$ cat config.mk
export PLATFORM = sky130hd
export DESIGN_NAME = plcg_sqdist
export DESIGN_NICKNAME = d
export VERILOG_FILES = /design/src/rtl/plcg_pkg.sv /design/src/rtl/plcg_sqdist.sv
export VERILOG_INCLUDE_DIRS = /design/src /design/src/rtl
export SDC_FILE = /design/constraint.sdc
export NUM_CORES = 1
export LEC_CHECK = 0
export BUFFER_PORTS_ARGS = -buffer_cell sky130_fd_sc_hd__buf_2
export CORE_UTILIZATION = 40
export DETAILED_ROUTE_END_ITERATION = 8
export HOLD_SLACK_MARGIN = 0.15
export PLACE_DENSITY_LB_ADDON = 0.15
export REMOVE_ABC_BUFFERS = 1
export SETUP_SLACK_MARGIN = 0.05
export SLEW_MARGIN = 20
export SYNTH_ARGS = -nofsm -noshare
export SYNTH_HDL_FRONTEND = slang
export SYNTH_SLANG_ARGS = --single-unit
$ cat constraint.sdc
create_clock -name i_clk -period 8.8 [get_ports i_clk]
set_input_delay 2.64 -clock i_clk [delete_from_list [all_inputs] [get_ports i_clk]]
set_output_delay 2.64 -clock i_clk [all_outputs]
set_load 0.05 [all_outputs]
$ cat src/rtl/assert_macros.svh
// ---------------------------------------------------------------------------
// assert_macros.svh
// Shared concurrent assertion macros for the consistency graph block.
// ---------------------------------------------------------------------------
`ifndef ASSERT_MACROS_SVH
`define ASSERT_MACROS_SVH

// Same-cycle implication, disabled while reset is active
`define ASSERT_IMPL(label, clk, rst_n, ante, cons, msg) \
    label: assert property (@(posedge clk) disable iff (!rst_n) (ante) |-> (cons)) \
        else $error(msg);

// Next-cycle implication, disabled while reset is active
`define ASSERT_NEXT(label, clk, rst_n, ante, cons, msg) \
    label: assert property (@(posedge clk) disable iff (!rst_n) (ante) |=> (cons)) \
        else $error(msg);

`endif

$ cat src/rtl/plcg_pkg.sv
// ---------------------------------------------------------------------------
// plcg_pkg
// Sizes, codes and types shared by the consistency graph modules.
// ---------------------------------------------------------------------------
package plcg_pkg;

    // Store depth and coordinate width
    localparam int MAX_POINTS = 64;
    localparam int COORD_BITS = 20;
    localparam int NOISE_W    = 20;

    // Derived widths
    localparam int INDEX_W  = $clog2(MAX_POINTS);
    localparam int COUNT_W  = $clog2(MAX_POINTS + 1);
    localparam int NUM_AXES = 3;
    localparam int AXIS_W   = 2;
    localparam int VEC_W    = NUM_AXES * COORD_BITS;
    localparam int ABS_W    = COORD_BITS;          // |a - b| < 2^COORD_BITS
    localparam int PROD_W   = 2 * COORD_BITS;
    localparam int SUM_W    = 2 * COORD_BITS + 2;  // three squares
    localparam int ROOT_W   = COORD_BITS + 1;
    localparam int CMP_W    = (ROOT_W > NOISE_W + 1) ? ROOT_W : NOISE_W + 1;

    // Command codes
    localparam logic CMD_ADD   = 1'b0;
    localparam logic CMD_CLEAR = 1'b1;

    typedef logic [VEC_W-1:0] t_vec;

    typedef enum logic [3:0] {
        S_IDLE,
        S_READ,
        S_SRC_GO,
        S_SRC_SUM,
        S_SRC_ROOT_GO,
        S_SRC_ROOT,
        S_DST_GO,
        S_DST_SUM,
        S_DST_ROOT_GO,
        S_DST_ROOT,
        S_CMP,
        S_OUT
    } t_state;

endpackage

$ cat src/rtl/plcg_sqdist.sv
// ---------------------------------------------------------------------------
// plcg_sqdist
// Squared distance of two 3D points through one shared multiplier:
// one axis issued per cycle, difference / square / accumulate pipeline.
// ---------------------------------------------------------------------------
`include "assert_macros.svh"

module plcg_sqdist import plcg_pkg::*; (
    input  logic             i_clk,
    input  logic             i_rst_n,
    input  logic             i_start,
    input  t_vec             i_a,
    input  t_vec             i_b,
    output logic             o_busy,
    output logic [SUM_W-1:0] o_sum
);

    localparam logic [AXIS_W-1:0] AXIS_LAST = AXIS_W'(NUM_AXES - 1);

    logic                    r_active;
    logic [AXIS_W-1:0]       r_axis;
    logic                    r_v1;
    logic                    r_v2;
    logic [ABS_W-1:0]        r_absd;
    logic [PROD_W-1:0]       r_prod;
    logic [SUM_W-1:0]        r_acc;

    logic [COORD_BITS-1:0]   a_c;
    logic [COORD_BITS-1:0]   b_c;
    logic signed [COORD_BITS:0] diff;
    logic [COORD_BITS:0]     mag;

    // Axis select and absolute difference
    always_comb begin
        a_c  = i_a[r_axis * COORD_BITS +: COORD_BITS];
        b_c  = i_b[r_axis * COORD_BITS +: COORD_BITS];
        diff = $signed({a_c[COORD_BITS-1], a_c}) - $signed({b_c[COORD_BITS-1], b_c});
        mag  = diff[COORD_BITS] ? $unsigned(-diff) : $unsigned(diff);
    end

    // Pipeline control
    always_ff @(posedge i_clk) begin
        if (!i_rst_n) begin
            r_active <= 1'b0;
            r_axis   <= '0;
            r_v1     <= 1'b0;
            r_v2     <= 1'b0;
        end else begin
            r_v1 <= r_active;
            r_v2 <= r_v1;
            if (i_start) begin
                r_active <= 1'b1;
                r_axis   <= '0;
            end else if (r_active) begin
                r_axis <= r_axis + 1'b1;
                if (r_axis == AXIS_LAST) begin
                    r_active <= 1'b0;
                end
            end
        end
    end

    // Datapath: abs diff, square, accumulate
    always_ff @(posedge i_clk) begin
        if (r_active) begin
            r_absd <= mag[ABS_W-1:0];
        end
        if (r_v1) begin
            r_prod <= r_absd * r_absd;
        end
        if (i_start) begin
            r_acc <= '0;
        end else if (r_v2) begin
            r_acc <= r_acc + SUM_W'(r_prod);
        end
    end

    assign o_busy = r_active | r_v1 | r_v2;
    assign o_sum  = r_acc;

    `ASSERT_IMPL(a_sq_no_restart, i_clk, i_rst_n, i_start, !o_busy, "sqdist started while busy")

endmodule

==> flow_summary.json <==
{
  "dr.pass1.iters": 9,
  "fillCellCount": 4578,
  "rsz0062_at_grt": "no",
  "setup_viol": 0,
  "numClockSinks": 106,
  "grt_pass1_wl_mm": 73.7,
  "critPathLaunchType": "register",
  "wl_met3_mm": 1.62,
  "m1WireLength_mm": 21.4,
  "antenna_cells": 0,
  "antenna_found_initial": 0,
  "fp.dieW_um": 221,
  "clockBufferDepth": 2,
  "clk_latency_ns": 0.38,
  "highest_layer": "met4",
  "nNetsFinal": 2836,
  "grt_max_degree": 53,
  "synth_edf_count": 59,
  "drive_gt1_share_pct": 10.1,
  "regArea_mm2": 0.00272,
  "finalCritPeriodShare_pct": 88.2,
  "routed_wl_mm": 45.4,
  "hold_class": "reg -> reg",
  "cts_hold_buf": 0,
  "synth.area.top_cells": "fa_1 (29%), ha_1 (14%), edfxtp_1 (9.3%)",
  "rows": 79,
  "path_class": "reg -> reg",
  "synth_top_area_cell": "fa_1",
  "synth_top_flop_cell": "edfxtp_1",
  "cts_repair_resize_count": 0,
  "grt_pass1_vias": 14734,
  "synth_seq_area_share_pct": 14.2,
  "crit_start": "r_absd[6]",
  "ys_seq_elements": 106,
  "remaining_drc_errors": 4,
  "mostFrequentLayoutCells": "inv_1 (381), fa_1 (281), ha_1 (217)",
  "drtIter0Drc": 675,
  "synth_top_area_share_pct": 29.4,
  "final_common_cell": "inv_1",
  "arrival_ns": 7.89,
  "fin_setup_tns_ns": 0,
  "async_flop_share_pct": 0,
  "pin_count": 166,
  "post-cts-setup-buffer-count": 0,
  "worstMarginPinSlew_ns": 0.983,
  "cts_buffers": 9,
  "cts_tree": "yes",
  "initial_core_util_pct": 40.8,
  "portBuffers": 165,
  "reg2reg_to": "r_prod[39]",
  "root_buffer": "clkbuf_16",
  "reg2reg_depth": 23,
  "track_usage_pct": 19.2,
  "dr_wl_met2_mm": 21.9,
  "die_h_um": 221,
  "period_minus_slack_ns": 7.76,
  "dieArea_mm2": 0.0487,
  "max_clock_freq_mhz": 129,
  "gp_congestion": 0.870,
  "relSlewSlack_pct": 34.1,
  "netlist_instances": 2097,
  "required_ns": 8.93,
  "grt_overflow": 0,
  "htree_levels": 3,
  "multi_input_area_mm2": 0.0147,
  "clock_skew_ns": 0.0156,
  "crit_end": "r_prod[39]",
  "synth.cell_area_mm2": 0.0191,
  "avgSynthCellArea_um2": 9.12,
  "viasPerCell": 5.05,
  "num_vias": 14275,
  "final_max_slew_viol_count": 0,
  "yosysWarnings": 0,
  "ant_nets": 0,
  "rrSetupSlack_ns": 1.04,
  "clkTransAtPathRegs_ns": 0.09,
  "hold_violations": 0,
  "areaGrowthSynthToFinish_pct": 9.21,
  "outcome": "finished with violations",
  "cp_max_fo": 20,
  "synth_cell_types": 71,
  "hpwl_mm": 38.3,
  "core_area_mm2": 0.0469,
  "violations": "design-rule violations",
  "r2r-start": "r_absd[6]",
  "worst_setup_path_end_kind": "register",
  "wl_per_cell_um": 16.1,
  "cap_violations": 0
}
-- layout make-up --
cell class              instances  area share [%]
multi-input cells            1535            70.4
flip-flops and latches        106            13.0
inverters                     382            6.87
repair buffers                181            4.53
well taps                     607            3.64
clock buffers                   9            1.08
clock inverters                 7           0.485
-- stage by stage --
step | util, % | cell area (µm²) | worst slack [ns] | hold WS [ns] | instances
after floorplan | - | 18800 | 1.69 | 0.568 | 2023
after global placement | 43.9 | 20600 | 1.20 | 0.483 | 2811
after detailed placement | 43.9 | 20600 | 1.04 | 0.485 | 2811
after CTS | 44.6 | 20900 | 1.02 | 0.506 | 2827
after global routing | 44.6 | 20900 | 0.701 | 0.530 | 2827
final | 44.6 | 20900 | 1.04 | 0.497 | 2827
-- how the worst min path moves through the flow --
stage              start   endpoint  slack [ns]  depth (start not counted)
2_1_floorplan  r_prod[0]   o_sum[0]        0.57                          3
3_3_place_gp   o_sum[38]  o_sum[38]        0.48                          2
3_5_place_dp   o_sum[36]  o_sum[36]        0.48                          2
4_1_cts        o_sum[36]  o_sum[36]        0.51                          2
5_1_grt        o_sum[21]  o_sum[21]        0.53                          2
6_report       o_sum[36]  o_sum[36]        0.50                          2
-- metal layers --
metal  GRT usage, %  vias to the layer above
li1               -                     7065
met1           25.4                     6875
met2           33.9                      306
met3           2.17                       29
met4           3.68                        0
met5              0                        -
-- worst max-delay path: stages, from the launching register on --
cell      delay [ns]
edfxtp_1        0.93
nand2_1         0.22
inv_1           0.14
fa_1            0.44
ha_1            0.31
a21o_1          0.20
fa_1            0.44
fa_1            0.54
inv_1           0.05
fa_1            0.52
inv_1           0.05
fa_1            0.45
fa_1            0.47
ha_1            0.34
and3_1          0.21
a22o_1          0.24
or4_4           0.43
o21ai_0         0.27
a31oi_1         0.23
nand4_1         0.14
nand3_1         0.13
o41ai_2         0.38
o21ai_0         0.20
xnor2_1         0.17
-- synth_stat cells, types with 5 or more instances --
cell type,count
clkbuf_1,69
a21oi_1,101
a211oi_1,8
a21o_1,53
or2_2,8
ha_1,217
a31oi_1,11
nor3_1,25
nand2_1,189
edfxtp_1,59
o31ai_1,7
a211o_1,8
mux2i_1,59
nor2b_1,15
xor2_1,29
a311o_1,5
or3_1,13
a21boi_0,5
inv_1,382
and3_1,11
nor2_1,109
xnor2_1,85
o211ai_1,7
o21a_1,15
nand3b_1,5
o21ai_0,67
o21bai_1,14
dfxtp_1,47
buf_1,5
fa_1,281
nor4_1,6
nand3_1,26
and2_1,79
nand4_1,7
nand2b_1,9
-- registers in the layout, summed over array words and instances, names as in the netlist --
register / flops
o_sum: 42
r_active: 1
r_absd: 20
r_v1: 1
r_v2: 1
r_prod: 39
r_axis: 2
-- cell families after synthesis --
| logic type | after synthesis | share of synthesized area (%) |
|---|---|---|
| xor+xnor | 114 | 5.22 |
| fa+ha+maj | 498 | 43.6 |
| simple gates | 518 | 13.0 |
| buf+inv | 456 | 8.95 |
| flops | 106 | 14.2 |
| compound gates | 344 | 11.8 |
| mux | 61 | 3.21 |
Power is left out: the tool's default activity adds up to more than one toggle a clock period on the data nets, which glitch-free logic cannot reach.
