==> config.mk <==
export PLATFORM = sky130hd
export DESIGN_NAME = plcg_ram
export DESIGN_NICKNAME = d
export VERILOG_FILES = /design/src/rtl/assert_macros.svh /design/src/rtl/plcg_ram.sv
export SDC_FILE = /design/constraint.sdc
export NUM_CORES = 1
export LEC_CHECK = 0
export CAP_MARGIN = 20
export CORE_ASPECT_RATIO = 0.8
export CORE_UTILIZATION = 26
export DETAILED_ROUTE_END_ITERATION = 8
export DONT_BUFFER_PORTS = 1
export GPL_ROUTABILITY_DRIVEN = 0
export PLACE_DENSITY_LB_ADDON = 0.1
export SLEW_MARGIN = 10
export SYNTH_ARGS = -nofsm -noshare
export SYNTH_HDL_FRONTEND = slang
export SYNTH_SLANG_ARGS = --single-unit
==> constraint.sdc <==
create_clock -name i_clk -period 2.4 [get_ports i_clk]
set_input_delay 0.72 -clock i_clk [delete_from_list [all_inputs] [get_ports i_clk]]
set_output_delay 0.72 -clock i_clk [all_outputs]
set_load 0.01 [all_outputs]
==> src/rtl/assert_macros.svh <==
// ---------------------------------------------------------------------------
// assert_macros.svh
// Shared concurrent assertion macros for the consistency graph block.
// ---------------------------------------------------------------------------
`ifndef ASSERT_MACROS_SVH
`define ASSERT_MACROS_SVH

// Same-cycle implication, disabled while reset is active
`define ASSERT_IMPL(label, clk, rst_n, ante, cons, msg) \
    label: assert property (@(posedge clk) disable iff (!rst_n) (ante) |-> (cons)) \
        else $error(msg);

// Next-cycle implication, disabled while reset is active
`define ASSERT_NEXT(label, clk, rst_n, ante, cons, msg) \
    label: assert property (@(posedge clk) disable iff (!rst_n) (ante) |=> (cons)) \
        else $error(msg);

`endif

==> src/rtl/plcg_ram.sv <==
// ---------------------------------------------------------------------------
// plcg_ram
// Generic simple dual-port RAM: one write port, one registered read port.
// ---------------------------------------------------------------------------
module plcg_ram #(
    parameter int WIDTH = 8,
    parameter int DEPTH = 16
) (
    input  logic                     i_clk,
    input  logic                     i_we,
    input  logic [$clog2(DEPTH)-1:0] i_waddr,
    input  logic [WIDTH-1:0]         i_wdata,
    input  logic                     i_re,
    input  logic [$clog2(DEPTH)-1:0] i_raddr,
    output logic [WIDTH-1:0]         o_rdata
);

    logic [WIDTH-1:0] r_mem [DEPTH];
    logic [WIDTH-1:0] r_rdata;

    always_ff @(posedge i_clk) begin
        if (i_we) begin
            r_mem[i_waddr] <= i_wdata;
        end
        if (i_re) begin
            r_rdata <= r_mem[i_raddr];
        end
    end

    assign o_rdata = r_rdata;

endmodule

==> summary.txt, run 1 <==
Worst setup path
  – WP data arrival: 890 ps
  – Element type at the critical path end: output pin
  – FF-to-FF setup slack: ~930 ps
  – Crit start category: flop
  – CP max FO: 1
  – Setup Crit Path Kind: reg -> out
  – FF-to-FF End: o_rdata[7]
  – R2R cell count: 3
  – Crit Reg-Reg Startpoint: r_mem[11][7]
  – Data required, critical path: 1680 ps

Clock tree
  – Post-CTS sizing: 0
  – CTS buffer count: 17
  – Clk_lat worst skew: 410 ps
  – Post-CTS setup buffers: 0
  – Root buffer cell: clkbuf_16
  – Clock transition at path regs: 60 ps
  – Cts hold-fix bufs: 0
  – CTS Sinks: 136
  – CTS Buffer Depth: 2
  – Clock H-tree levels: 4
  – TritonCTS clock tree: built

Logic synthesis
  – FF+latch count, synth: 136
  – Largest area contributor in the netlist: edfxtp_1
  – Multiplexer area fraction after synthesis: 0.148
  – Distinct cell type count after synthesis: 18
  – Synth Area in Compound Gates: 0.0230
  – Netlist Area Pre-Place: 0.00523 sq mm
  – EDFF count, synth: 136
  – Ys async rst share: 0
  – Synth Area in XOR/XNOR: 0
  – Largest family of logic cells by synthesized area: multiplexers
  – Net count of the mapped netlist: 248
  – Post-synth top cells: 136 x edfxtp_1, 18 x mux4_2, 16 x a22oi_1, 14 x mux4_1, 13 x nor2_1
  – Post-synth top area share: 0.781
  – Syn Inst Count: 229
  – Most frequent cell after synthesis: edfxtp_1
  – Yosys warning count: 0
  – Post-synthesis sequential area ratio: 0.781
  – Top post-synthesis cells by area: edfxtp_1 78%, mux4_2 7.8%, mux4_1 7.0%
  – Simple-gate share of the synthesized area: 0.0314
  – Top FF cell, synth: edfxtp_1
  – Avg Cell Area, Syn: 22.8 sq um
  – Synth Area in Adders: 0

Power and ir drop
  – Max VDD drop: 0.362 mV
  – P_leak: 0.00195 uW
  – PD cells: 837 mW/mm^2

Floorplanning
  – Initial Util: 0.271
  – Die width: 161 microns
  – DIE AREA: 0.0207 sq mm
  – Die height: 129 microns
  – Row cnt: 45
  – Ports: 27
  – Core area: 0.0193 sq mm

Place
  – Post-place setup slack: 489 ps
  – Placed Instance Area: 0.00560 sq mm
  – Hpwl dp: ~7.2 mm
  – Port buffer count: 0
  – Cells after DPL: a little under 500

Drt
  – Post-DR wirelength/cell: 21.8 microns
  – ANT nets after route: 0
  – Drt pass-1 iters: 4
  – Via count: roughly 2,300
  – Initial drt markers: 174
  – Avg Vias per Cell: 4.38
  – Drt total wl: 11.4 mm
  – DRC Markers: 0

Hold path
  – Hold depth: 0
  – Hold path start: i_wdata[7]
  – Hold WC Path Type: in -> reg
  – Worst Hold Path EP: r_mem[0][7]

Global routing
  – Grt ovf: 0
  – First-pass GRT wire length: 17.1 mm
  – GRT Util Overall: 0.121
  – Initial antenna violation count: 0
  – Pin count of the biggest net entering global routing: 33
  – Vias in the first global route: 2,559

Cells and area
  – Fillcell total: 1,869
  – Multi-input logic area: 0.00106 sq mm
  – Non-Filler Instances: 523
  – ANT cells: 0
  – Final instance area: 0.00610 sq mm
  – Layout cells sized above 1: 0.219
  – Util after Layout: 0.316
  – Synthesis-to-layout area growth: 16.6%
  – Fin nets: around 280
  – Seq. cell area: 0.00408 sq mm

Run status
  – Status: finished, final reports clean

Timing
  – Fin Setup TNS: 0 ps
  – Period minus WS final: 1610 ps
  – Max-slew headroom: 0.724
  – RSZ-0062 raised after global routing: false
  – Clock Skews: 6.13 ps
  – Final Hold Fails: 0
  – Max Transition Viols Final: 0
  – Measured slew at the worst slew-check pin: about 410 ps
  – Final setup viols: 0
  – F_max: 620 MHz
  – Setup slack after layout: between 700 and 800 ps
  – Fin crit share: 0.672

Job
  – Max cap viols: 0
[logic make-up (layout without fill, tap and decap cells)]
| logic type | Yosys count | count (layout) |
|---|---|---|
| AOI/OAI and AO/OA | 16 | 16 |
| buffers and inverters | 10 | 46 |
| DFF | 136 | 136 |
| and+or+nand+nor | 35 | 35 |
| muxes | 32 | 32 |
[how the worst max path moves through the flow]
stage / startpoint / to / cells after the start
floorplan: i_waddr[2] / r_mem[0][0] / 2
global placement: i_waddr[2] / r_mem[0][3] / 3
detailed placement: i_waddr[2] / r_mem[0][3] / 3
CTS: o_rdata[6] / o_rdata[6] / 0
global route: o_rdata[6] / o_rdata[6] / 0
finish: o_rdata[6] / o_rdata[6] / 0
[layout by cell type, fill, tap and decap left out]
cell       instances
buf_4             18
mux4_1            14
nand3b_1           2
and2b_1            1
nand2_1            9
edfxtp_1         136
clkbuf_16         17
mux4_2            18
clkbuf_1           3
clkinv_2           3
and2_1             1
nor2_1            13
or3b_2             1
nor3_1             4
nand3_1            1
clkinv_1           4
bufinv_16          1
nor2b_1            1
a22oi_1           16
nand2b_1           2
[metal layers]
metal | vias up | track usage | routed length, microns
li1 | 1028 | - | -
met1 | 1184 | 0.170 | 5640
met2 | 73 | 0.165 | 4690
met3 | 7 | 0.0535 | 950
met4 | 0 | 0.0387 | 99
met5 | - | 0 | 0
[sequential cells by signal, indices dropped and copies added (netlist names)]
| register | flops |
|---|---|
| o_rdata | 8 |
| r_mem | 128 |
[final cells by class]
| class | instances | area share |
|---|---|---|
| flip-flops and latches | 136 | 0.670 |
| multi-input cells | 83 | 0.173 |
| clock buffers | 20 | 0.0716 |
| well taps | 258 | 0.0530 |
| repair buffers | 18 | 0.0222 |
| clock inverters | 8 | 0.00985 |
[where the power goes]
| part | internal (uW) | leakage (uW) | switching [uW] |
|---|---|---|---|
| combinational | 82.4 | 0.000466 | 67.6 |
| sequential | 2680 | 0.00124 | 22.6 |
| clock | 1380 | 0.000245 | 870 |
| total | 4140 | 0.00195 | 961 |
[through the flow]
step / total power, uW / hold slack (ps)
5_1_grt: 5280 / 375
4_1_cts: 5170 / 384
6_report: 5100 / 406
3_5_place_dp: 2910 / 752
3_3_place_gp: 2910 / 749
2_1_floorplan: 2880 / 705
Power figures use the tool's default switching activity.
==> inputs of run 2 (changes only) <==
clock period = 1.6 ns   (was 2.4 ns; I/O delays follow)
==> summary.txt, run 2 (synthesis gave the netlist of run 1 again) <==
Run status
  – Status: finished, final reports clean (unchanged)

Drt
  – Drt total wl: 11.6 mm (was 11.4 mm)
  – Via count: 2,340 (was 2,292)
  – Drt pass-1 iters: 6 (was 4)
  – Initial drt markers: 192 (was 174)
  – Post-DR wirelength/cell: 21.9 microns (was 21.8 microns)
  – Avg Vias per Cell: 4.43 (was 4.38)
  – DRC Markers: 0 (unchanged)
  – ANT nets after route: 0 (unchanged)

Timing
  – Final setup viols: 0 (unchanged)
  – RSZ-0062 raised after global routing: false (unchanged)
  – Clock Skews: 5.37 ps (was 6.13 ps)
  – F_max: 690 MHz
  – Fin crit share: 0.906
  – Max-slew headroom: 0.474 (was 0.724)
  – Fin Setup TNS: 0 ps (unchanged)
  – Final Hold Fails: 0 (unchanged)
  – WHS: 162 ps (was 406 ps)
  – Measured slew at the worst slew-check pin: 787 ps (was 415 ps)
  – Max Transition Viols Final: 0 (unchanged)
  – Period minus WS final: between 1000 and 1500 ps

Power and ir drop
  – Clk pwr share: 0.458 (was 0.441)
  – Pint: 6400 uW (was 4140 uW)
  – Sw Share: 0.191 (was 0.188)
  – Switching power: 1510 uW (was 961 uW)
  – P_leak: 0.00196 uW (was 0.00195 uW)
  – Comb pwr share: 0.030 (was 0.029)
  – Max VDD drop: 0.643 mV (was 0.362 mV)
  – Sequential share of power: 0.512 (was 0.530)
  – PD cells: 1280 mW/mm^2 (was 837 mW/mm^2)

Worst setup path
  – Data required, critical path: 1760 ps (was 1680 ps)
  – Crit start category: flop (unchanged)
  – Element type at the critical path end: flop (was output pin)
  – Crit Reg-Reg Startpoint: r_mem[2][0] (was r_mem[11][7])
  – CP max FO: 1 (unchanged)
  – Setup Crit Path Kind: reg -> reg (was reg -> out)
  – WP data arrival: 1610 ps (was 890 ps)
  – Setup crit start: r_mem[2][0] (was o_rdata[6])

Clock tree
  – Cts hold-fix bufs: 0 (unchanged)
  – Post-CTS sizing: 0 (unchanged)
  – CTS Buffer Depth: 2 (unchanged)
  – Clock transition at path regs: 60 ps (about the same)
  – Root buffer cell: clkbuf_16 (unchanged)
  – Clk_lat worst skew: 410 ps (about the same)
  – Clock H-tree levels: 4 (unchanged)
  – Post-CTS setup buffers: 0 (unchanged)
  – CTS Sinks: 136 (unchanged)
  – CTS buffer count: 17 (unchanged)
  – TritonCTS clock tree: built (unchanged)

Cells and area
  – Largest register FFs: 128 (unchanged)
  – Most common library cell in the layout ignoring fill and taps: edfxtp_1 (unchanged)
  – Top reg by flops: r_mem (unchanged)
  – Synthesis-to-layout area growth: 18.5% (was 16.6%)
  – Layout cells sized above 1: 0.293 (was 0.219)
  – Commonest non-fill, non-tap cells in the layout: 136 x edfxtp_1, 28 x mux4_2, 17 x clkbuf_16 (was 136 x edfxtp_1, 18 x mux4_2, 18 x buf_4)
  – Non-Filler Instances: 528 (was 523)
  – Fillcell total: 1,833 (was 1,869)
  – ANT cells: 0 (unchanged)
  – Fin nets: 276 (was 275)

Floorplanning
  – Die width: 161 microns (unchanged)
  – DIE AREA: 0.0207 sq mm (unchanged)
  – Initial Util: 0.271 (unchanged)
  – Ports: 27 (unchanged)
  – Die height: 129 microns (unchanged)
  – Core area: 0.0193 sq mm (unchanged)
  – Row cnt: 45 (unchanged)

Place
  – Port buffer count: 0 (unchanged)
  – Cells after DPL: 496 (was 495)

Hold path
  – Hold WC Path Type: in -> reg (unchanged)
  – Hold path start: i_wdata[1] (was i_wdata[7])

Global routing
  – First-pass GRT wire length: 16.9 mm (was 17.1 mm)
  – Initial antenna violation count: 0 (unchanged)
  – Grt ovf: 0 (unchanged)
  – GRT Util Overall: 0.121 (about the same)
  – Vias in the first global route: 2,488 (was 2,559)
  – Pin count of the biggest net entering global routing: 33 (unchanged)

Job
  – Max cap viols: 0 (unchanged)
## run 2: cell types whose count changed in the layout (fill, tap and decap cells not counted), moves of 2 or more
cell,change
mux4_1,-10
mux4_2,+10
buf_12,+4
buf_4,-3
nor2_1,-3
nor2_2,+3
nor3_1,-3
clkinv_2,+2
nor3_2,+2
## run 2: area by class of cell
class                   instances  area (sq um)  area share
well taps                     258           323      0.0521
multi-input cells              83          1050       0.170
clock inverters                12           109      0.0176
repair buffers                 19           193      0.0311
flip-flops and latches        136          4080       0.659
clock buffers                  20           437      0.0705
## run 2: final timing paths
check,slack (ps),to,cells past startpoint
hold / removal,160,r_mem[8][1],0
hold reg to reg,770,o_rdata[2],3
setup reg to reg,150,o_rdata[0],3
setup / recovery,150,o_rdata[0],3
## run 2: power groups by stage
stage | Sequential (uW) | Combinational [uW] | Clock, uW
5_1_grt | 4060 | 255 | 3840
3_5_place_dp | 4130 | 243 | 0
3_3_place_gp | 4130 | 242 | 0
6_report | 4050 | 236 | 3630
4_1_cts | 4060 | 243 | 3690
2_1_floorplan | 4110 | 223 | 0
## run 2: per-layer routing
layer,track usage,vias up,wire (microns)
li1,-,1024,-
met1,0.165,1255,5680
met2,0.179,52,5180
met3,0.0397,9,572
met4,0.0437,0,118
met5,0,-,0
## run 2: critical path, cell delays in order (launching register included)
cell and delay (ps):
edfxtp_1 360, mux4_1 510, a22oi_1 260, nand2_1 80
## run 2: metrics by stage
| step | util | power [uW] | setup slack [ps] | cell area [sq um] |
|---|---|---|---|---|
| global route | 0.321 | 8160 | 43.1 | 6200 |
| global placement | 0.293 | 4370 | -82.3 | 5650 |
| CTS | 0.321 | 7990 | 95.4 | 6200 |
| detailed placement | 0.293 | 4370 | -74.6 | 5650 |
| floorplan | - | 4340 | -99.0 | 5260 |
| finish | 0.321 | 7920 | 150 | 6200 |
