File: src/rtl/assert_macros.svh
// ---------------------------------------------------------------------------
// assert_macros.svh
// Shared concurrent assertion macros for the consistency graph block.
// ---------------------------------------------------------------------------
`ifndef ASSERT_MACROS_SVH
`define ASSERT_MACROS_SVH

// Same-cycle implication, disabled while reset is active
`define ASSERT_IMPL(label, clk, rst_n, ante, cons, msg) \
    label: assert property (@(posedge clk) disable iff (!rst_n) (ante) |-> (cons)) \
        else $error(msg);

// Next-cycle implication, disabled while reset is active
`define ASSERT_NEXT(label, clk, rst_n, ante, cons, msg) \
    label: assert property (@(posedge clk) disable iff (!rst_n) (ante) |=> (cons)) \
        else $error(msg);

`endif

File: src/rtl/plcg_pkg.sv
// ---------------------------------------------------------------------------
// plcg_pkg
// Sizes, codes and types shared by the consistency graph modules.
// ---------------------------------------------------------------------------
package plcg_pkg;

    // Store depth and coordinate width
    localparam int MAX_POINTS = 64;
    localparam int COORD_BITS = 20;
    localparam int NOISE_W    = 20;

    // Derived widths
    localparam int INDEX_W  = $clog2(MAX_POINTS);
    localparam int COUNT_W  = $clog2(MAX_POINTS + 1);
    localparam int NUM_AXES = 3;
    localparam int AXIS_W   = 2;
    localparam int VEC_W    = NUM_AXES * COORD_BITS;
    localparam int ABS_W    = COORD_BITS;          // |a - b| < 2^COORD_BITS
    localparam int PROD_W   = 2 * COORD_BITS;
    localparam int SUM_W    = 2 * COORD_BITS + 2;  // three squares
    localparam int ROOT_W   = COORD_BITS + 1;
    localparam int CMP_W    = (ROOT_W > NOISE_W + 1) ? ROOT_W : NOISE_W + 1;

    // Command codes
    localparam logic CMD_ADD   = 1'b0;
    localparam logic CMD_CLEAR = 1'b1;

    typedef logic [VEC_W-1:0] t_vec;

    typedef enum logic [3:0] {
        S_IDLE,
        S_READ,
        S_SRC_GO,
        S_SRC_SUM,
        S_SRC_ROOT_GO,
        S_SRC_ROOT,
        S_DST_GO,
        S_DST_SUM,
        S_DST_ROOT_GO,
        S_DST_ROOT,
        S_CMP,
        S_OUT
    } t_state;

endpackage

File: src/rtl/plcg_isqrt.sv
// ---------------------------------------------------------------------------
// plcg_isqrt
// Floor integer square root, two operand bits per cycle (restoring method).
// ---------------------------------------------------------------------------
`include "assert_macros.svh"

module plcg_isqrt import plcg_pkg::*; (
    input  logic              i_clk,
    input  logic              i_rst_n,
    input  logic              i_start,
    input  logic [SUM_W-1:0]  i_operand,
    output logic              o_busy,
    output logic [ROOT_W-1:0] o_root
);

    // Highest even bit position of the operand
    localparam logic [SUM_W-1:0] BIT_TOP = {2'b01, {(SUM_W - 2){1'b0}}};

    logic [SUM_W-1:0] r_rem;
    logic [SUM_W-1:0] r_res;
    logic [SUM_W-1:0] r_bit;
    logic [SUM_W-1:0] trial;

    assign trial = r_res + r_bit;

    // Bit marker doubles as the busy flag
    always_ff @(posedge i_clk) begin
        if (!i_rst_n) begin
            r_bit <= '0;
        end else if (i_start) begin
            r_bit <= BIT_TOP;
        end else if (o_busy) begin
            r_bit <= r_bit >> 2;
        end
    end

    // One root step per cycle
    always_ff @(posedge i_clk) begin
        if (i_start) begin
            r_rem <= i_operand;
            r_res <= '0;
        end else if (o_busy) begin
            if (r_rem >= trial) begin
                r_rem <= r_rem - trial;
                r_res <= (r_res >> 1) + r_bit;
            end else begin
                r_res <= r_res >> 1;
            end
        end
    end

    assign o_busy = |r_bit;
    assign o_root = r_res[ROOT_W-1:0];

    `ASSERT_NEXT(a_rt_start_busy, i_clk, i_rst_n, i_start, o_busy, "isqrt not busy after start")

endmodule

File: config.mk
export PLATFORM = sky130hd
export DESIGN_NAME = plcg_isqrt
export DESIGN_NICKNAME = d
export VERILOG_FILES = /design/src/rtl/plcg_pkg.sv /design/src/rtl/plcg_isqrt.sv
export VERILOG_INCLUDE_DIRS = /design/src /design/src/rtl
export SDC_FILE = /design/constraint.sdc
export NUM_CORES = 1
export LEC_CHECK = 0
export ABC_AREA = 1
export BUFFER_PORTS_ARGS = -buffer_cell sky130_fd_sc_hd__buf_2
export CAP_MARGIN = 10
export CORE_UTILIZATION = 69
export CTS_CLUSTER_SIZE = 30
export DETAILED_ROUTE_END_ITERATION = 10
export HOLD_SLACK_MARGIN = 0.12
export PLACE_DENSITY = 0.95
export SKIP_LAST_GASP = 1
export SYNTH_ARGS = -nofsm -noshare
export SYNTH_HDL_FRONTEND = slang
export SYNTH_SLANG_ARGS = --single-unit
File: constraint.sdc
create_clock -name i_clk -period 12.1 [get_ports i_clk]
set_input_delay 1.815 -clock i_clk [delete_from_list [all_inputs] [get_ports i_clk]]
set_output_delay 1.815 -clock i_clk [all_outputs]
set_load 0.01 [all_outputs]
==> summary.txt, run 1 <==
Syn Area/Cell: 5.899 um^2
initial antenna violation count: 0
vias in the first global route: 11630
via/cell ratio: 5.938
crit path max fanout: 60
Sink Count: 105
required time worst endpoint: 11.98 ns
Yosys top cell by area: nand2_1
count of flip-flops with a built-in enable after synthesis: 42
drt initial violations: 1608
fmax: 177.3 MHz
largest net degree at the start of global routing: 65
CP arrival: 5.52 ns
Filler cells: 1450
end-of-flow core utilization: 74.48%
Fin Setup TNS: 0 ns
CTS tree: done
nets: 2163
die height: 133.1 um
Power Dens Cells: 142.4 mW/mm^2
CTS clk-pin slew, worst paths: 0.08 ns
detailed placement HPWL: 29750 um
IO Pins: 67
worst reg2reg endpoint: r_rem[0]
reg-to-reg critical path startpoint: r_bit[0]
clock insertion delay at the later pin of the skew report: 0.37 ns
core area: 0.01670 mm^2
RSZ-0062 raised after global routing: false
Final Skew: 0.008506 ns
Mapped Area: 0.01185 mm^2
# diodes: 0
Syn. warnings: 0
DRT Pass-1 Iters: 9
Synth Register Bits: 105
Worst Tran Pin Value: 1.025 ns
Root Buffer: clkbuf_16
hold_buf cts: 0
post-synthesis sequential area ratio: 21.28%
period utilization: 46.62%
# port buffers: 66
wire per inst: 16.72 um
status: complete, no violations
largest cells by area after synthesis: nand2_1 (21%), dfxtp_1 (11%), edfxtp_1 (11%)
Hold Crit Class: reg2reg
Synth top cells by count: nand2_1 (665), inv_1 (268), nor2_1 (212), nand3_1 (166), a21oi_1 (126)
final worst path period need: 5.641 ns
Leak: 5.769 nW
most frequent cell after synthesis: nand2_1
Initial Util: 70.96%
Setup Buffers After CTS: 0
async set-reset flop share out of synthesis: 0%
Setup crit end: r_rem[0]
first-pass GRT wire length: 58490 um
Worst setup SP type: flip-flop
grt total ovfl: 0
MaxCap Viol Count: 0
Placed Area: 0.01213 mm^2
routed vias: 13400
Final GP Congestion: 1.118
Worst slew margin: 31.42%
CTS max path bufs: 2
crit path from: r_bit[0]
post-synth cell types: 51
H-tree level count: 3
FP Rows: 47
critical path type: reg2reg
layout cells sized above 1: 6.238%
Synth top area share: 21.06%
Final Hold Viols: 0
critical path capture point type: flip-flop
DRC violations left: 0
VDD IR-drop max: 0.1431 mV
Multi-input gate area: 0.007945 mm^2
GRT Total Usage: 41.92%
Post-Syn Instances: 2009
Die X: 133.1 um
fin area: 0.01244 mm^2
Syn-to-layout area delta: 4.962%
die area: 0.01770 mm^2
r2r worst-path depth: 24
syn_nets: 2141
Num CTS Buffers: 9
Slew Limit Fails: 0
Post-Route WL: 37720 um
Setup-failing EPs final: 0
total area of sequential cells: 0.002522 mm^2
Post-DRT Antenna Nets: 0
Primary FF master, synth: dfxtp_1
CTS resizes: 0
R2R Setup Slk: 6.46 ns
sequential cells by signal (all words and copies together) (netlist names):
| name | flops |
|---|---|
| r_res | 42 |
| r_bit | 21 |
| r_rem | 42 |
report_power, final:
group | leakage, nW | switching (mW) | internal, mW | total (mW)
combinational | 4.70 | 0.642 | 0.326 | 0.967
sequential | 0.936 | 0.0587 | 0.446 | 0.505
clock | 0.132 | 0.155 | 0.143 | 0.298
worst max-delay path, stage by stage, from the launching register on:
cell	delay (ns)
dfxtp_1	0.39
ha_1	0.19
ha_1	0.32
nand2_1	0.11
o21ai_0	0.51
nand2_1	0.11
nand2_1	0.21
nand2_1	0.07
nand2_1	0.13
a21oi_1	0.16
o21bai_1	0.26
xnor2_1	0.22
ha_1	0.35
nand2_1	0.13
inv_1	0.05
nand2_1	0.06
nand2_1	0.06
nand2_1	0.06
nand2_1	0.06
nand2_1	0.07
nand3_2	0.08
nor2_4	0.40
nand2_8	0.32
nand2_4	0.19
nand2_2	0.57
how the worst min path moves through the flow:
| stage | from | endpoint | slack [ns] | cells past startpoint |
|---|---|---|---|---|
| 4_1_cts | r_bit[28] | r_bit[26] | 0.48 | 2 |
| 3_3_place_gp | r_bit[30] | r_bit[28] | 0.45 | 2 |
| 5_1_grt | r_bit[30] | r_bit[28] | 0.51 | 2 |
| 2_1_floorplan | r_bit[30] | r_bit[28] | 0.44 | 2 |
| 6_report | r_bit[28] | r_bit[26] | 0.48 | 2 |
| 3_5_place_dp | r_bit[28] | r_bit[26] | 0.47 | 2 |
routing by layer:
metal	up-vias	global-route usage [%]	share of wire, %
met1	5946	57.53	41
met4	0	13.35	2.9
li1	6497	-	-
met3	94	8.812	13
met2	860	65.39	43
met5	-	0	0
through the flow:
step	hold slack [ns]	worst slack (ns)	cells	power (mW)
2_1_floorplan	0.4415	7.691	2009	1.233
3_3_place_gp	0.4501	6.734	2239	1.414
3_5_place_dp	0.4666	6.663	2239	1.441
4_1_cts	0.4774	6.645	2255	1.736
5_1_grt	0.5099	6.159	2256	1.888
6_report	0.4803	6.459	2256	1.771
logic make-up after synthesis:
kind of cell / Yosys count / synth area share [%]
fa+ha+maj: 87 / 9.248
buf+inv: 333 / 11.70
compound gates: 272 / 12.45
xor+xnor: 66 / 4.877
flops: 105 / 21.28
simple gates: 1146 / 40.45
cells in the final DEF (no fill, tap or decap), types with 63 or more instances in the layout:
cell type | netlist | routed
inv_1 | 268 | 268
o21ai_0 | 90 | 90
nand3_1 | 166 | 166
nand2_1 | 665 | 664
a21oi_1 | 126 | 126
ha_1 | 86 | 86
buf_2 | 10 | 65
dfxtp_1 | 63 | 63
nor2_1 | 212 | 212
area by class of cell:
type	count	area share, %
multi-input combinational	1571	63.87
sequential	105	20.28
inverter	273	8.258
timing repair buffer	71	3.138
tap	220	2.213
clock buffer	10	1.841
clock inverter	6	0.4023
No activity file was read; power rests on OpenSTA's default activity.
==> run 2: changes to the inputs <==
- ABC_AREA: 1 -> 0
- CORE_UTILIZATION: 69 -> 56
- PLACE_DENSITY: 0.95 -> 0.87
- clock period: 12.1 -> 4.75 ns (I/O delays scaled with it)
==> summary.txt, run 2 <==
slowest CP cell: dfxtp_1
post-synthesis sequential area ratio: 26.44% (+5.2 points)
drt initial violations: 1079 (-33%)
Post-Layout Cell Count: 1458 (-35%)
CTS max path bufs: 2 (unchanged)
Yosys top cell by area: dfxtp_1
Logic pwr share: 53.0% (-1.6 points)
worst reg2reg endpoint: r_res[34]
Final GP Congestion: 0.9676 (-13%)
Post-Route WL: 27390 um (-27%)
Die X: 132.5 um (-0.39%)
async set-reset flop share out of synthesis: 0% (unchanged)
largest cells by area after synthesis: dfxtp_1 (13%), edfxtp_1 (13%), ha_1 (11%)
reg-to-reg critical path startpoint: r_res[26]
end-of-flow core utilization: 64.24% (-10 points)
Worst slew margin: 22.05% (-9.4 points)
CTS clk-pin slew, worst paths: 0.08 ns (about the same)
Synth Register Bits: 105 (unchanged)
Setup-failing EPs final: 0 (unchanged)
Sink Count: 105 (unchanged)
Syn Area/Cell: 7.991 um^2 (+35%)
nets: 1365 (-37%)
Worst Tran Pin Value: 1.167 ns (+0.1417 ns)
period utilization: 97.60% (+51 points)
power share of the clock group: 17.7% (+0.8 points)
critical path type: reg2reg
IO Pins: 67 (unchanged)
die height: 132.5 um (-0.39%)
critical path capture point type: flip-flop
largest net degree at the start of global routing: 72 (+11%)
largest registers: r_rem: 42 flops, r_res: 42 flops, r_bit: 21 flops
Setup crit end: r_res[34]
highest-count cells in the layout ignoring fill and taps: nand2_1 (129), o21ai_0 (110), nor2_1 (80), a21oi_1 (79), ha_1 (76)
R2R Setup Slk: 0.11 ns (-6.34 ns)
Pint: 2.383 mW (+160%)
Worst setup SP type: flip-flop
first-pass GRT wire length: 42310 um (-28%)
DRC violations left: 0 (unchanged)
crit-path cells: ha_1 > a311oi_1 > buf_4 > o31ai_2 > a21boi_1 > a21boi_4 > xor2_2 > ha_2 > a21o_1 > o21bai_4 > nor2_1 > nand2_1 > o2111a_2 > nor2_4 > buf_12 > o21ai_0 > a221oi_1
fin worst setup slack: 0.1142 ns (-6.345 ns)
Post-Syn Instances: 1194 (-41%)
most frequent cell after synthesis: nand2_1
# port buffers: 66 (unchanged)
Buf+Inv Stages, Crit Path: 2 (+1)
FP Rows: 47 (unchanged)
hold_buf cts: 0 (unchanged)
Mapped Area: 0.009542 mm^2 (-19%)
commonest non-fill, non-tap cell in the layout: nand2_1
required time worst endpoint: 5.01 ns (-6.97 ns)
Filler cells: 1405 (-3.1%)
status: complete, no violations
Stages on worst setup path: 17 (-29%)
crit path from: r_res[26]
die area: 0.01756 mm^2 (-0.79%)
fmax: 215.7 MHz (+22%)
Primary FF master, synth: dfxtp_1
grt total ovfl: 0 (unchanged)
Post-Place Cells: 1434 (-36%)
total area of sequential cells: 0.002530 mm^2 (+0.30%)
Multi-input gate area: 0.006748 mm^2 (-15%)
H-tree level count: 3 (unchanged)
layout cells sized above 1: 16.40% (+10 points)
Syn-to-layout area delta: 11.64%
routed vias: 9535 (-29%)
# diodes: 0 (unchanged)
slowest stage delay, CP: 0.51 ns (-0.06 ns)
Synth top cells by count: nand2_1 (129), o21ai_0 (113), ha_1 (86), a21oi_1 (83), nor2_1 (81)
DP Worst Slack: -0.3805 ns (-7.044 ns)
clock insertion delay at the later pin of the skew report: 0.36 ns (about the same)
hold_ws: 0.5198 ns (+0.03943 ns)
Slew Limit Fails: 0 (unchanged)
Initial Util: 57.54% (-13 points)
initial antenna violation count: 0 (unchanged)
Final Hold Viols: 0 (unchanged)
crit path max fanout: 15 (-75%)
Synth top area share: 13.22% (-7.8 points)
VDD IR-drop max: 0.2356 mV (+65%)
Switching Power: 1.800 mW (+110%)
syn_nets: 1326 (-38%)
wire per inst: 18.78 um (+12%)
post-synth cell types: 77 (+51%)
RSZ-0062 raised after global routing: true
final worst path period need: 4.636 ns (-1.005 ns)
count of flip-flops with a built-in enable after synthesis: 42 (unchanged)
Top delay family on crit path: compound AO/OA/AOI/OAI gates
CP arrival: 4.89 ns (-0.63 ns)
power consumption: 4.183 mW (+140%)
via/cell ratio: 6.540 (+10%)
Post-DRT Antenna Nets: 0 (unchanged)
detailed placement HPWL: 19660 um (-34%)
CTS tree: done
Hold Crit Class: reg2reg
DRT Pass-1 Iters: 6 (-3)
GRT Total Usage: 29.81% (-12 points)
r2r worst-path depth: 17 (-29%)
vias in the first global route: 8784 (-24%)
Power Dens Cells: 392.7 mW/mm^2 (+180%)
core area: 0.01658 mm^2 (-0.70%)
Syn. warnings: 0 (unchanged)
Root Buffer: clkbuf_16
Final Skew: 0.004376 ns (-0.004131 ns)
sequential share of power: 29.4% (+0.9 points)
Num CTS Buffers: 9 (unchanged)
Leak: 4.166 nW (-28%)
switch share: 43.03% (-5.3 points)
MaxCap Viol Count: 0 (unchanged)
[run 2: layout make-up]
cell class / instances / share of cell area, %
clock buffer: 10 / 2.149
clock inverter: 6 / 0.4698
inverter: 36 / 1.269
multi-input combinational: 975 / 63.34
sequential: 105 / 23.75
tap: 220 / 2.584
timing repair buffer: 106 / 6.436
[run 2: kinds of logic (layout without fill, tap and decap cells)]
logic type | Yosys count | count (layout) | synth area share (%)
adder cells (fa/ha/maj) | 87 | 87 | 11.49
AO/OA/AOI/OAI | 403 | 403 | 27.39
XOR/XNOR | 89 | 89 | 8.169
multiplexers | 16 | 16 | 1.731
flip-flops | 105 | 105 | 26.44
AND/OR/NAND/NOR | 380 | 380 | 19.15
buffers and inverters | 114 | 158 | 5.638
[run 2: stage by stage]
stage	setup TNS, ns	cell area (um^2)
final	0	10650
after global routing	-0.6264	10650
after CTS	-0.008143	10390
after detailed placement	-18.53	10070
after global placement	-14.86	10070
after floorplan	0	9590
[run 2: worst min path at each step]
| stage | start | to | cells past startpoint | slack [ns] |
|---|---|---|---|---|
| 6_report | r_bit[40] | r_bit[38] | 1 | 0.52 |
| 5_1_grt | r_bit[4] | r_bit[2] | 1 | 0.54 |
| 4_1_cts | r_bit[4] | r_bit[2] | 1 | 0.52 |
| 3_5_place_dp | r_bit[4] | r_bit[2] | 1 | 0.51 |
| 3_3_place_gp | r_bit[6] | r_bit[4] | 1 | 0.51 |
| 2_1_floorplan | r_res[36] | r_res[36] | 2 | 0.47 |
[run 2: what timing repair did]
action / in CTS / in global routing
resized for setup: 7 / 40
buffers inserted: 0 / 7
pin swaps: 2 / 12
cloned: 0 / 1
endpoints found under the hold margin: 0 / 0
setup endpoints to repair: 81 / 90
[run 2: power groups by stage]
stage	logic, mW	registers (mW)	clock network [mW]
global route	2.39	1.24	0.781
global placement	1.97	1.24	0
CTS	2.05	1.23	0.743
detailed placement	2.02	1.24	0
floorplan	1.56	1.20	0
finish	2.22	1.23	0.738
[run 2: routing by layer]
| metal | vias up | global-route usage (%) | wire length (um) |
|---|---|---|---|
| li1 | 4504 | - | - |
| met1 | 4426 | 37.60 | 11030 |
| met2 | 515 | 50.12 | 13030 |
| met4 | 0 | 14.18 | 961 |
| met3 | 90 | 4.215 | 2365 |
| met5 | - | 0 | 0 |
